$ cat config.mk
export PLATFORM = sky130hd
export DESIGN_NAME = base64_stream_decoder_top
export DESIGN_NICKNAME = d
export VERILOG_FILES = /design/src/rtl/b64sd_pkg.sv /design/src/rtl/base64_stream_decoder_top.sv /design/src/rtl/b64sd_front.sv /design/src/rtl/b64sd_queue.sv /design/src/rtl/b64sd_back.sv
export VERILOG_INCLUDE_DIRS = /design/src /design/src/rtl
export SDC_FILE = /design/constraint.sdc
export NUM_CORES = 1
export LEC_CHECK = 0
export BUFFER_PORTS_ARGS = -buffer_cell sky130_fd_sc_hd__buf_2
export CAP_MARGIN = 0
export CORE_UTILIZATION = 45
export CTS_BUF_LIST = sky130_fd_sc_hd__clkbuf_4 sky130_fd_sc_hd__clkbuf_8 sky130_fd_sc_hd__clkbuf_16
export DETAILED_ROUTE_END_ITERATION = 8
export GPL_TIMING_DRIVEN = 0
export PLACE_DENSITY_LB_ADDON = 0.05
export SETUP_SLACK_MARGIN = 0.4
export SYNTH_ARGS = -nofsm -noshare
export SYNTH_HDL_FRONTEND = slang
export SYNTH_SLANG_ARGS = --single-unit
$ cat constraint.sdc
create_clock -name clock -period 1.7 [get_ports clock]
set_input_delay 0.17 -clock clock [delete_from_list [all_inputs] [get_ports clock]]
set_output_delay 0.17 -clock clock [all_outputs]
set_load 0.01 [all_outputs]
$ cat src/rtl/base64_stream_decoder_top_assert.svh
// ----------------------------------------------------------------------------
// Base64 stream decoder assertion macros
// Shared property macros for the decoder's concurrent assertions.
// ----------------------------------------------------------------------------
`ifndef BASE64_STREAM_DECODER_TOP_ASSERT_SVH
`define BASE64_STREAM_DECODER_TOP_ASSERT_SVH

// Same-cycle implication, disabled while reset is high.
`define B64SD_ASSERT_SAME(label, clk, rst, ante, cons) \
   label: assert property (@(posedge clk) disable iff (rst) (ante) |-> (cons)) \
      else $error("b64sd assertion failed");

// Next-cycle implication, disabled while reset is high.
`define B64SD_ASSERT_NEXT(label, clk, rst, ante, cons) \
   label: assert property (@(posedge clk) disable iff (rst) (ante) |=> (cons)) \
      else $error("b64sd assertion failed");

`endif

$ cat src/rtl/b64sd_pkg.sv
// ----------------------------------------------------------------------------
// Base64 stream decoder package
// Payload types, the classified character type and the alphabet lookup.
// ----------------------------------------------------------------------------
package b64sd_pkg;

   localparam logic [7:0] CHAR_CR = 8'd13;
   localparam logic [7:0] CHAR_LF = 8'd10;

   localparam logic [1:0] POS_FIRST  = 2'd0;
   localparam logic [1:0] POS_SECOND = 2'd1;
   localparam logic [1:0] POS_THIRD  = 2'd2;
   localparam logic [1:0] POS_FOURTH = 2'd3;

   typedef struct packed {
      logic [7:0] char_code;
      logic       end_of_text;
   } req_payload_type;

   typedef struct packed {
      logic [7:0] data_byte;
      logic       final_byte;
   } rsp_payload_type;

   typedef struct packed {
      logic [5:0] sextet;
      logic       in_alphabet;
      logic       line_break;
      logic       end_of_text;
   } class_type;

   typedef struct packed {
      logic valid;
      logic full;
   } queue_status_type;

   function automatic class_type classify(input req_payload_type beat);
      class_type  result;
      logic [7:0] ch;
      ch = beat.char_code;
      result.sextet      = 6'd0;
      result.in_alphabet = 1'b1;
      result.line_break  = (ch == CHAR_CR) || (ch == CHAR_LF);
      result.end_of_text = beat.end_of_text;
      if (ch >= 8'd65 && ch <= 8'd90) begin
         result.sextet = 6'(ch - 8'd65);
      end else if (ch >= 8'd97 && ch <= 8'd122) begin
         result.sextet = 6'(ch - 8'd71);
      end else if (ch >= 8'd48 && ch <= 8'd57) begin
         result.sextet = 6'(ch + 8'd4);
      end else if (ch == 8'd43) begin
         result.sextet = 6'd62;
      end else if (ch == 8'd47) begin
         result.sextet = 6'd63;
      end else begin
         result.in_alphabet = 1'b0;
      end
      return result;
   endfunction

endpackage

$ cat src/rtl/base64_stream_decoder_top.sv
// ----------------------------------------------------------------------------
// Base64 stream decoder top level
// Decodes a base64 character stream into bytes, one character per beat.
//
//   Channel | Direction | Handshake          | Beat contents
//   req     | in        | req_valid/req_stall | char_code, end_of_text
//   rsp     | out       | rsp_valid/rsp_stall | data_byte, final_byte
//
// One character beat is accepted every cycle while the result side keeps up.
// A result passes through the front register, a queue entry and the output register before it is valid.
// Reset is synchronous and clears the queue, the group state and both valids;
// while it is high req_stall is high and rsp_valid is low.
// A stalled result holds in the output register; the two-entry queue and the
// front register absorb beats before req_stall rises.
// ----------------------------------------------------------------------------
module base64_stream_decoder_top (
   input  logic                       clock,
   input  logic                       reset,
   input  logic                       req_valid,
   output logic                       req_stall,
   input  b64sd_pkg::req_payload_type req_payload,
   output logic                       rsp_valid,
   input  logic                       rsp_stall,
   output b64sd_pkg::rsp_payload_type rsp_payload
);
   import b64sd_pkg::*;

   logic             push;
   logic             pop;
   class_type        push_item;
   class_type        head_item;
   queue_status_type status;

   b64sd_front u_front (
      .clock       (clock),
      .reset       (reset),
      .req_valid   (req_valid),
      .req_stall   (req_stall),
      .req_payload (req_payload),
      .queue_full  (status.full),
      .push        (push),
      .push_item   (push_item)
   );

   b64sd_queue u_queue (
      .clock     (clock),
      .reset     (reset),
      .push      (push),
      .push_item (push_item),
      .pop       (pop),
      .status    (status),
      .head_item (head_item)
   );

   b64sd_back u_back (
      .clock       (clock),
      .reset       (reset),
      .status      (status),
      .head_item   (head_item),
      .pop         (pop),
      .rsp_valid   (rsp_valid),
      .rsp_stall   (rsp_stall),
      .rsp_payload (rsp_payload)
   );

endmodule

$ cat src/rtl/b64sd_front.sv
// ----------------------------------------------------------------------------
// Base64 stream decoder front end
// Accepts character beats and registers their alphabet classification.
// ----------------------------------------------------------------------------
module b64sd_front (
   input  logic                      clock,
   input  logic                      reset,
   input  logic                      req_valid,
   output logic                      req_stall,
   input  b64sd_pkg::req_payload_type req_payload,
   input  logic                      queue_full,
   output logic                      push,
   output b64sd_pkg::class_type      push_item
);
   import b64sd_pkg::*;

   logic      valid_ff, valid_in;
   class_type item_ff;
   logic      take;

   assign push      = valid_ff && !queue_full;
   assign req_stall = reset || (valid_ff && queue_full);
   assign take      = req_valid && !req_stall;
   assign valid_in  = take || (valid_ff && queue_full);
   assign push_item = item_ff;

   always_ff @(posedge clock) begin
      if (reset) begin
         valid_ff <= 1'b0;
      end else begin
         valid_ff <= valid_in;
      end
   end

   always_ff @(posedge clock) begin
      if (take) begin
         item_ff <= classify(req_payload);
      end
   end

endmodule

$ cat src/rtl/b64sd_queue.sv
// ----------------------------------------------------------------------------
// Base64 stream decoder queue
// Two-entry queue of classified characters between front and back end.
// ----------------------------------------------------------------------------
module b64sd_queue (
   input  logic                           clock,
   input  logic                           reset,
   input  logic                           push,
   input  b64sd_pkg::class_type           push_item,
   input  logic                           pop,
   output b64sd_pkg::queue_status_type    status,
   output b64sd_pkg::class_type           head_item
);
   import b64sd_pkg::*;

   class_type  entry_ff [2];
   logic       wr_ptr_ff, wr_ptr_in;
   logic       rd_ptr_ff, rd_ptr_in;
   logic [1:0] count_ff, count_in;

   assign status.valid = (count_ff != 2'd0);
   assign status.full  = (count_ff == 2'd2);
   assign head_item    = entry_ff[rd_ptr_ff];

   assign wr_ptr_in = push ? !wr_ptr_ff : wr_ptr_ff;
   assign rd_ptr_in = pop ? !rd_ptr_ff : rd_ptr_ff;

   always_comb begin
      count_in = count_ff;
      if (push && !pop) begin
         count_in = count_ff + 2'd1;
      end else if (pop && !push) begin
         count_in = count_ff - 2'd1;
      end
   end

   always_ff @(posedge clock) begin
      if (reset) begin
         wr_ptr_ff <= 1'b0;
         rd_ptr_ff <= 1'b0;
         count_ff  <= 2'd0;
      end else begin
         wr_ptr_ff <= wr_ptr_in;
         rd_ptr_ff <= rd_ptr_in;
         count_ff  <= count_in;
      end
   end

   always_ff @(posedge clock) begin
      if (push) begin
         entry_ff[wr_ptr_ff] <= push_item;
      end
   end

endmodule

$ cat src/rtl/b64sd_back.sv
// ----------------------------------------------------------------------------
// Base64 stream decoder back end
// Tracks group position, assembles bytes and holds the result register.
// ----------------------------------------------------------------------------
module b64sd_back (
   input  logic                           clock,
   input  logic                           reset,
   input  b64sd_pkg::queue_status_type    status,
   input  b64sd_pkg::class_type           head_item,
   output logic                           pop,
   output logic                           rsp_valid,
   input  logic                           rsp_stall,
   output b64sd_pkg::rsp_payload_type     rsp_payload
);
   import b64sd_pkg::*;
   `include "base64_stream_decoder_top_assert.svh"

   logic [1:0]      pos_ff, pos_in;
   logic [5:0]      prev_ff, prev_in;
   logic            stopped_ff, stopped_in;
   logic            rsp_valid_ff, rsp_valid_in;
   rsp_payload_type rsp_payload_ff;
   logic            emit;
   logic            fin;
   logic [7:0]      byte_value;
   logic [5:0]      v;
   logic            ok;

   assign pop = status.valid && (!rsp_valid_ff || !rsp_stall);
   assign v   = head_item.sextet;
   assign ok  = head_item.in_alphabet;

   always_comb begin
      pos_in     = pos_ff;
      prev_in    = prev_ff;
      stopped_in = stopped_ff;
      emit       = 1'b0;
      fin        = 1'b0;
      byte_value = 8'd0;
      if (pop) begin
         if (!stopped_ff) begin
            unique case (pos_ff)
               POS_FIRST: begin
                  if (!head_item.line_break) begin
                     prev_in = v;
                     pos_in  = POS_SECOND;
                  end
               end
               POS_SECOND: begin
                  byte_value = {prev_ff, v[5:4]};
                  emit       = 1'b1;
                  if (!ok) begin
                     fin        = 1'b1;
                     stopped_in = 1'b1;
                  end else begin
                     prev_in = v;
                     pos_in  = POS_THIRD;
                  end
               end
               POS_THIRD: begin
                  if (!ok) begin
                     stopped_in = 1'b1;
                  end else begin
                     byte_value = {prev_ff[3:0], v[5:2]};
                     emit       = 1'b1;
                     prev_in    = v;
                     pos_in     = POS_FOURTH;
                  end
               end
               POS_FOURTH: begin
                  if (!ok) begin
                     stopped_in = 1'b1;
                  end else begin
                     byte_value = {prev_ff[1:0], v};
                     emit       = 1'b1;
                     prev_in    = 6'd0;
                     pos_in     = POS_FIRST;
                  end
               end
               default: begin
                  pos_in = POS_FIRST;
               end
            endcase
         end
         if (head_item.end_of_text) begin
            fin        = emit;
            pos_in     = POS_FIRST;
            prev_in    = 6'd0;
            stopped_in = 1'b0;
         end
      end
   end

   assign rsp_valid_in = pop ? emit : (rsp_valid_ff && rsp_stall);
   assign rsp_valid    = rsp_valid_ff && !reset;
   assign rsp_payload  = rsp_payload_ff;

   always_ff @(posedge clock) begin
      if (reset) begin
         pos_ff       <= POS_FIRST;
         prev_ff      <= 6'd0;
         stopped_ff   <= 1'b0;
         rsp_valid_ff <= 1'b0;
      end else begin
         pos_ff       <= pos_in;
         prev_ff      <= prev_in;
         stopped_ff   <= stopped_in;
         rsp_valid_ff <= rsp_valid_in;
      end
   end

   always_ff @(posedge clock) begin
      if (pop && emit) begin
         rsp_payload_ff.data_byte  <= byte_value;
         rsp_payload_ff.final_byte <= fin;
      end
   end

   `B64SD_ASSERT_SAME(a_no_byte_when_stopped, clock, reset,
                      pop && stopped_ff, !emit)
   `B64SD_ASSERT_SAME(a_no_byte_at_group_start, clock, reset,
                      pop && (pos_ff == POS_FIRST), !emit)
   `B64SD_ASSERT_NEXT(a_eot_restarts, clock, reset,
                      pop && head_item.end_of_text, (pos_ff == POS_FIRST) && !stopped_ff)
   `B64SD_ASSERT_NEXT(a_stalled_result_held, clock, reset,
                      rsp_valid_ff && rsp_stall, rsp_valid_ff && $stable(rsp_payload_ff))

endmodule

# [Yosys cells after proc, flatten, opt, wreduce, memory -nomap -nowiden]
# Memory sizes are Yosys's and may differ from the RTL's. A register that Yosys moved wholly into a read port is not among the register bits.
# Cells that the tools add are included.
[op_classes] bitwise_logic=1 add_sub_neg=5 n_reduce_logical=35 n_eq_ne=14 muxes=40 order_cmp=6
[op_table] operator="$mux W6" n=10
[op_table] operator="$pmux W8 S3" n=1
[op_table] operator="$pmux W6 S3" n=1
[op_table] operator="$eq A8 B4 Y1 const B" n=2
[op_table] operator="$eq A8 B6 Y1 const B" n=2
[op_table] operator="$ge A8 B7 Y1 const B" n=2
[op_table] operator="$le A8 B7 Y1 const B" n=2
[op_table] operator="$mux W1" n=16
[op_table] operator="$mux W2" n=8
[op_table] operator="$mux W8" n=2
[op_table] operator="$logic_and A1 B1 Y1" n=12
[op_table] operator="$logic_not A1 Y1" n=9
[op_table] operator="$ne A3 B2 Y1 const B" n=3
[op_table] operator="$ge A8 B6 Y1 const B" n=1
[op_table] operator="$le A8 B6 Y1 const B" n=1
[op_table] operator="$pmux W2 S4" n=1
[op_table] operator="$add A6 B3 Y6 const B" n=1
[op_table] operator="$eq A2 B2 Y1 const B" n=3
[op_table] operator="$reduce_and A6 Y1" n=1
[op_table] operator="$reduce_or A2 Y1" n=3
[op_table] operator="$sub A6 B1 Y6 const B" n=1
[op_table] operator="$sub A6 B3 Y6 const B" n=1
[op_table] operator="$reduce_and A5 Y1" n=1
[op_table] operator="$logic_or A1 B1 Y1" n=4
[op_table] operator="12 further kinds" n=13
[totals] in_bits=13 ram_bits=18 n_memories=1 regBits=33
[mem_list] memory="u_queue.entry_ff" words=2 width=9 rd=1 rd_ports_with_merged_regs=1 wr=1 line_no="b64sd_queue.sv:16" rtl="class_type entry_ff [2];"

# [Longest topological paths before layout]
[depth] ltp_word=7 mapped_depth=7

# [By module]
# A second synthesis with hierarchy kept.
[unflattened] hier_cells=243 hier_area_um2=2750.1
[by_module_without_submodules] module="b64sd_back" seq_area_each_um2=470.5 area_per_inst_um2=1013.5 cells_each=101 instances=1
[by_module_without_submodules] module="b64sd_front" seq_area_each_um2=290.3 area_per_inst_um2=879.6 cells_each=92 instances=1
[by_module_without_submodules] module="b64sd_queue" seq_area_each_um2=640.6 area_per_inst_um2=857.1 cells_each=50 instances=1

# [Least setup slack after synthesis]
# OpenSTA, ideal clock, no wires.
[synth_timing] path_kind="register to register" start="register u_queue.count_ff[0]" end="register u_front.item_ff (netlist bit u_front.push_item[0]), enable pin" path_stages_with_launch=5 path_slack_ps=17 n_path_buf=0 required_time_ps=1326 arrival_ps=1309 synth_period_minus_slack_ps=1683 cell_sequence="dfxtp_1 > nand2b_1 > nor2_1 > or2_2 > nor2_1"
[synth_between] elab_chain_cells=5
[synth_rtl] item="start, declared" line_no="b64sd_queue.sv:19" rtl="logic [1:0] count_ff, count_in;"
[synth_rtl] item="start signal, assigned" line_no="b64sd_queue.sv:45" rtl="count_ff <= count_in;"
[synth_rtl] item="$eq A2 B2 Y1" line_no="b64sd_queue.sv:22" rtl="assign status.full = (count_ff == 2'd2);"
[synth_rtl] item="$logic_and A1 B1 Y1" line_no="b64sd_front.sv:22" rtl="assign req_stall = reset || (valid_ff && queue_full);"
[synth_rtl] item="$logic_or A1 B1 Y1" line_no="b64sd_front.sv:22"
[synth_rtl] item="via req_stall" line_no="base64_stream_decoder_top.sv:20" rtl="output logic req_stall,"
[synth_rtl] item="$logic_not A1 Y1" line_no="b64sd_front.sv:23" rtl="assign take = req_valid && !req_stall;"
[synth_rtl] item="$logic_and A1 B1 Y1" line_no="b64sd_front.sv:23"
[synth_rtl] item="via u_front.take" line_no="b64sd_front.sv:19" rtl="logic take;"
[synth_rtl] item="end signal, assigned" line_no="b64sd_front.sv:37" rtl="item_ff <= classify(req_payload);"
[synth_rtl] item="end, declared" line_no="b64sd_front.sv:18" rtl="class_type item_ff;"
# The timed path passes the listed nets, and every way through them passes these cells.
# A chain may end at the register's enable or synchronous reset.

==> flow_summary.yaml <==
pwr:
  p_sw_share_pct: 32.0
  p_comb_share_pct: 37.2
  p_int_mw: 2.75
  power_frac_clock_pct: 20.7
  cellPowerDensity_nw_per_um2: 1170
  power_leakage_nw: 1.27
  p_seq_share_pct: 42.1
  peakVddDrop_mv: 0.734
  switchingPower_mw: 1.29
final_layout:
  drive_gt1_share_pct: 37.2
  area_growth_syn_to_layout_pct: 26.1
  diodes: 0
  stdcell_count: 357
  nNetsFinal: 310
  nFillCells: 519
  stdcell_area_um2: 3450
timing:
  layout_setup_ws_ns: 0.0878
  final_hold_viol_count: 0
  slew_headroom_pct: 65.9
  max_freq_mhz: 620
  drv_slew: 0
  period_share_pct: 94.8
  layout_min_cycle_time_ns: 1.61
  max_slew.worst_pin.slew_ns: 0.512
  timing.final.setup_violations: 0
  rsz0062_at_grt: "true"
  fin_skew_ns: 0.00676
  finalSetupTns_ns: 0
setup_path:
  crit_family: "compound AO/OA/AOI/OAI gates"
  reg2reg_depth: 5
  critical_path.startpoint_type: "flop"
  r2r_end: "u_back.pos_ff[1]$_SDFFE_PP0P_"
  endpoint: "u_back.pos_ff[1]$_SDFFE_PP0P_"
  crit_path_end_kind: "flop"
  critPathKind: "flop to flop"
  rrSetupSlack_ns: 0.09
  slowest_stage: "mux2i_4"
  cp_slowest_stage_delay_ns: 0.39
  cp.depth: 5
  crit_chain: "buf_8 -> mux2i_4 -> o311ai_4 -> a311o_1 -> o21ai_1"
  cp.buffers_inverters: 1
  crit_required_ns: 1.92
  crit_fanout: 10
  cp.arrival_ns: 1.84
placed_design:
  gp_congestion: 0.894
  port_buffers: 23
  dp_hpwl_um: 3590
  place_area_um2: 3050
  place_inst: 336
  place_ws_ns: 0.0394
logic_synthesis:
  yosys.area.top_type: "edfxtp_1"
  synthTopCellsByArea: "edfxtp_1 (40%), dfxtp_1 (12%), ha_1 (7.3%)"
  synthTopCellsByCount: "edfxtp_1 (36), nor2_1 (24), dfxtp_1 (16), ha_1 (16), nand2_1 (12)"
  yosys_most_used_dff: "edfxtp_1"
  synth-seq-cells: 52
  syn-instance-count: 238
  yosysMostFrequentCell: "edfxtp_1"
  syn_area_per_cell_um2: 11.5
  synth-edff-count: 36
  synth_nets: 267
  netlist_area_um2: 2740
  async_flop_share_pct: 0
  synth_cell_type_count: 55
  yosysWarningCount: 0
  synth.top_cell.area_share_pct: 39.5
  ys_seq_area_share_pct: 51.2
global_route:
  grt-ovfl-total: 0
  grt_max_degree: 16
  antenna_found_initial: 0
  grt_pass1_vias: 1808
  grt_pass1_wl_um: 8290
  grtUsageTotal_pct: 17.1
job:
  timing.max_cap.violations: 0
hold_path:
  min_path_type: "primary input to flop"
drt:
  drt_wl_total_um: 5190
  wl_per_cell_um: 14.5
  first_pass_iters: 5
  num_vias: 1939
  drt_iter0_drc: 82
  antenna_left: 0
  post-route-drc-count: 0
  viasPerCell: 5.43
die:
  rows: 28
  fp.dieH_um: 80.0
  die_area_um2: 6400
  initial_core_util_pct: 46.5
  die_x_um: 80.0
  ios: 24
  core_area_um2: 5890
clock_network:
  cts_tree: "built"
  cts_made_buffers: 5
  clk_path_buf_depth: 2
  cts.sinks: 52
  path_clk_slew_ns: 0.09
  cts.htree.levels: 2
  clockRootBuffer: "clkbuf_8"
  clk_latency_ns: 0.29
  cts-hold-fix-buffers: 0
run_status:
  status: "completed"
cell type report:
type	count	area (µm²)	share of cell area (%)
buffer	8	61.3	1.78
clock buffer	6	76.3	2.21
clock inverter	2	35.0	1.02
inverter	11	46.3	1.34
multi-input combinational	168	1470	42.6
sequential	52	1420	41.1
tap	75	93.8	2.72
timing repair buffer	35	250	7.25
worst reg2reg max path: cells and delay by family, from the launching register on:
family | cells | cell delay (ns)
AO/OA/AOI/OAI | 3 | 0.62
multiplexers | 1 | 0.39
flip-flops | 1 | 0.38
buffers and inverters | 1 | 0.15
sequential cells by signal (all words and copies together), names as in the netlist, named ones only:
signal and cells:
u_front.valid_ff 1, u_front.push_item 9, u_back.stopped_ff 1, u_queue.count_ff 2, u_back.prev_ff 6, u_back.rsp_valid_ff 1
u_queue.entry_ff 18, u_queue.wr_ptr_ff 1, u_back.pos_ff 2, u_queue.rd_ptr_ff 1, u_back.rsp_payload 9
metal layers:
metal	GRT usage, %	part of all wire [%]	wire [µm]	up-vias
li1	-	-	-	974
met1	20.9	45	2320	914
met2	29.7	51	2630	42
met3	3.43	2.8	143	9
met4	5.89	1.9	97	0
met5	0	0	0	-
what timing repair did:
| action | 4_1_cts | 5_1_grt |
|---|---|---|
| pin swaps | 11 | 10 |
| cloned | 1 | 0 |
| setup buffers | 8 | 4 |
| resized for setup | 21 | 24 |
| endpoints found under the setup margin | 59 | 47 |
placed cells by master (no fill, tap or decap), types with 3 or more instances in the layout:
cell | synthesis | layout
buf_4 | 0 | 10
inv_2 | 0 | 4
nand2_1 | 12 | 11
inv_1 | 11 | 5
nor2_1 | 24 | 20
a222oi_1 | 8 | 8
or3_1 | 4 | 4
clkbuf_8 | 0 | 6
nor3_1 | 8 | 7
ha_1 | 16 | 8
nand2b_1 | 9 | 7
and3_1 | 4 | 3
mux2_2 | 6 | 4
buf_6 | 1 | 4
dfxtp_4 | 0 | 4
dfxtp_1 | 16 | 11
buf_2 | 1 | 23
edfxtp_1 | 36 | 36
a22oi_1 | 3 | 3
ha_4 | 0 | 3
ha_2 | 0 | 5
a31oi_1 | 3 | 3
nor2_4 | 0 | 3
xor2_1 | 5 | 4
mux2i_1 | 8 | 8
o21ai_0 | 5 | 3
nor2b_1 | 5 | 4
nand3_1 | 7 | 4
nand3_2 | 1 | 3
per-stage QoR:
| stage | utilization (%) | power, mW | hold WS [ns] |
|---|---|---|---|
| 2_1_floorplan | - | 2.62 | 0.269 |
| 6_report | 58.6 | 4.04 | 0.0459 |
| 3_5_place_dp | 51.8 | 2.86 | 0.353 |
| 4_1_cts | 56.6 | 3.97 | 0.0371 |
| 3_3_place_gp | 51.8 | 2.86 | 0.358 |
| 5_1_grt | 58.6 | 4.28 | 0.0358 |
power groups by stage:
stage / Combinational, mW / Sequential (mW) / Clock, mW
2_1_floorplan: 0.910 / 1.71 / 0
3_3_place_gp: 1.15 / 1.71 / 0
3_5_place_dp: 1.15 / 1.71 / 0
4_1_cts: 1.40 / 1.70 / 0.868
5_1_grt: 1.64 / 1.73 / 0.913
6_report: 1.50 / 1.70 / 0.838
how the worst min path moves through the flow:
stage                         startpoint                        endpoint  cells after the start
after detailed placement  req_payload[0]  u_front.push_item[0]$_DFFE_PP_                      1
after floorplan           req_payload[0]  u_front.push_item[0]$_DFFE_PP_                      0
after global placement    req_payload[0]  u_front.push_item[0]$_DFFE_PP_                      1
after CTS                 req_payload[0]  u_front.push_item[0]$_DFFE_PP_                      1
after global routing      req_payload[0]  u_front.push_item[0]$_DFFE_PP_                      1
final                     req_payload[0]  u_front.push_item[0]$_DFFE_PP_                      1
kinds of logic after synthesis:
group	after synthesis	share of synthesized area (%)
fa+ha+maj	16	7.32
buf+inv	19	2.93
compound gates	42	12.9
simple gates	86	16.6
flops	52	51.2
xor+xnor	6	1.92
mux	17	7.13
(Power assumes the default switching activity.)
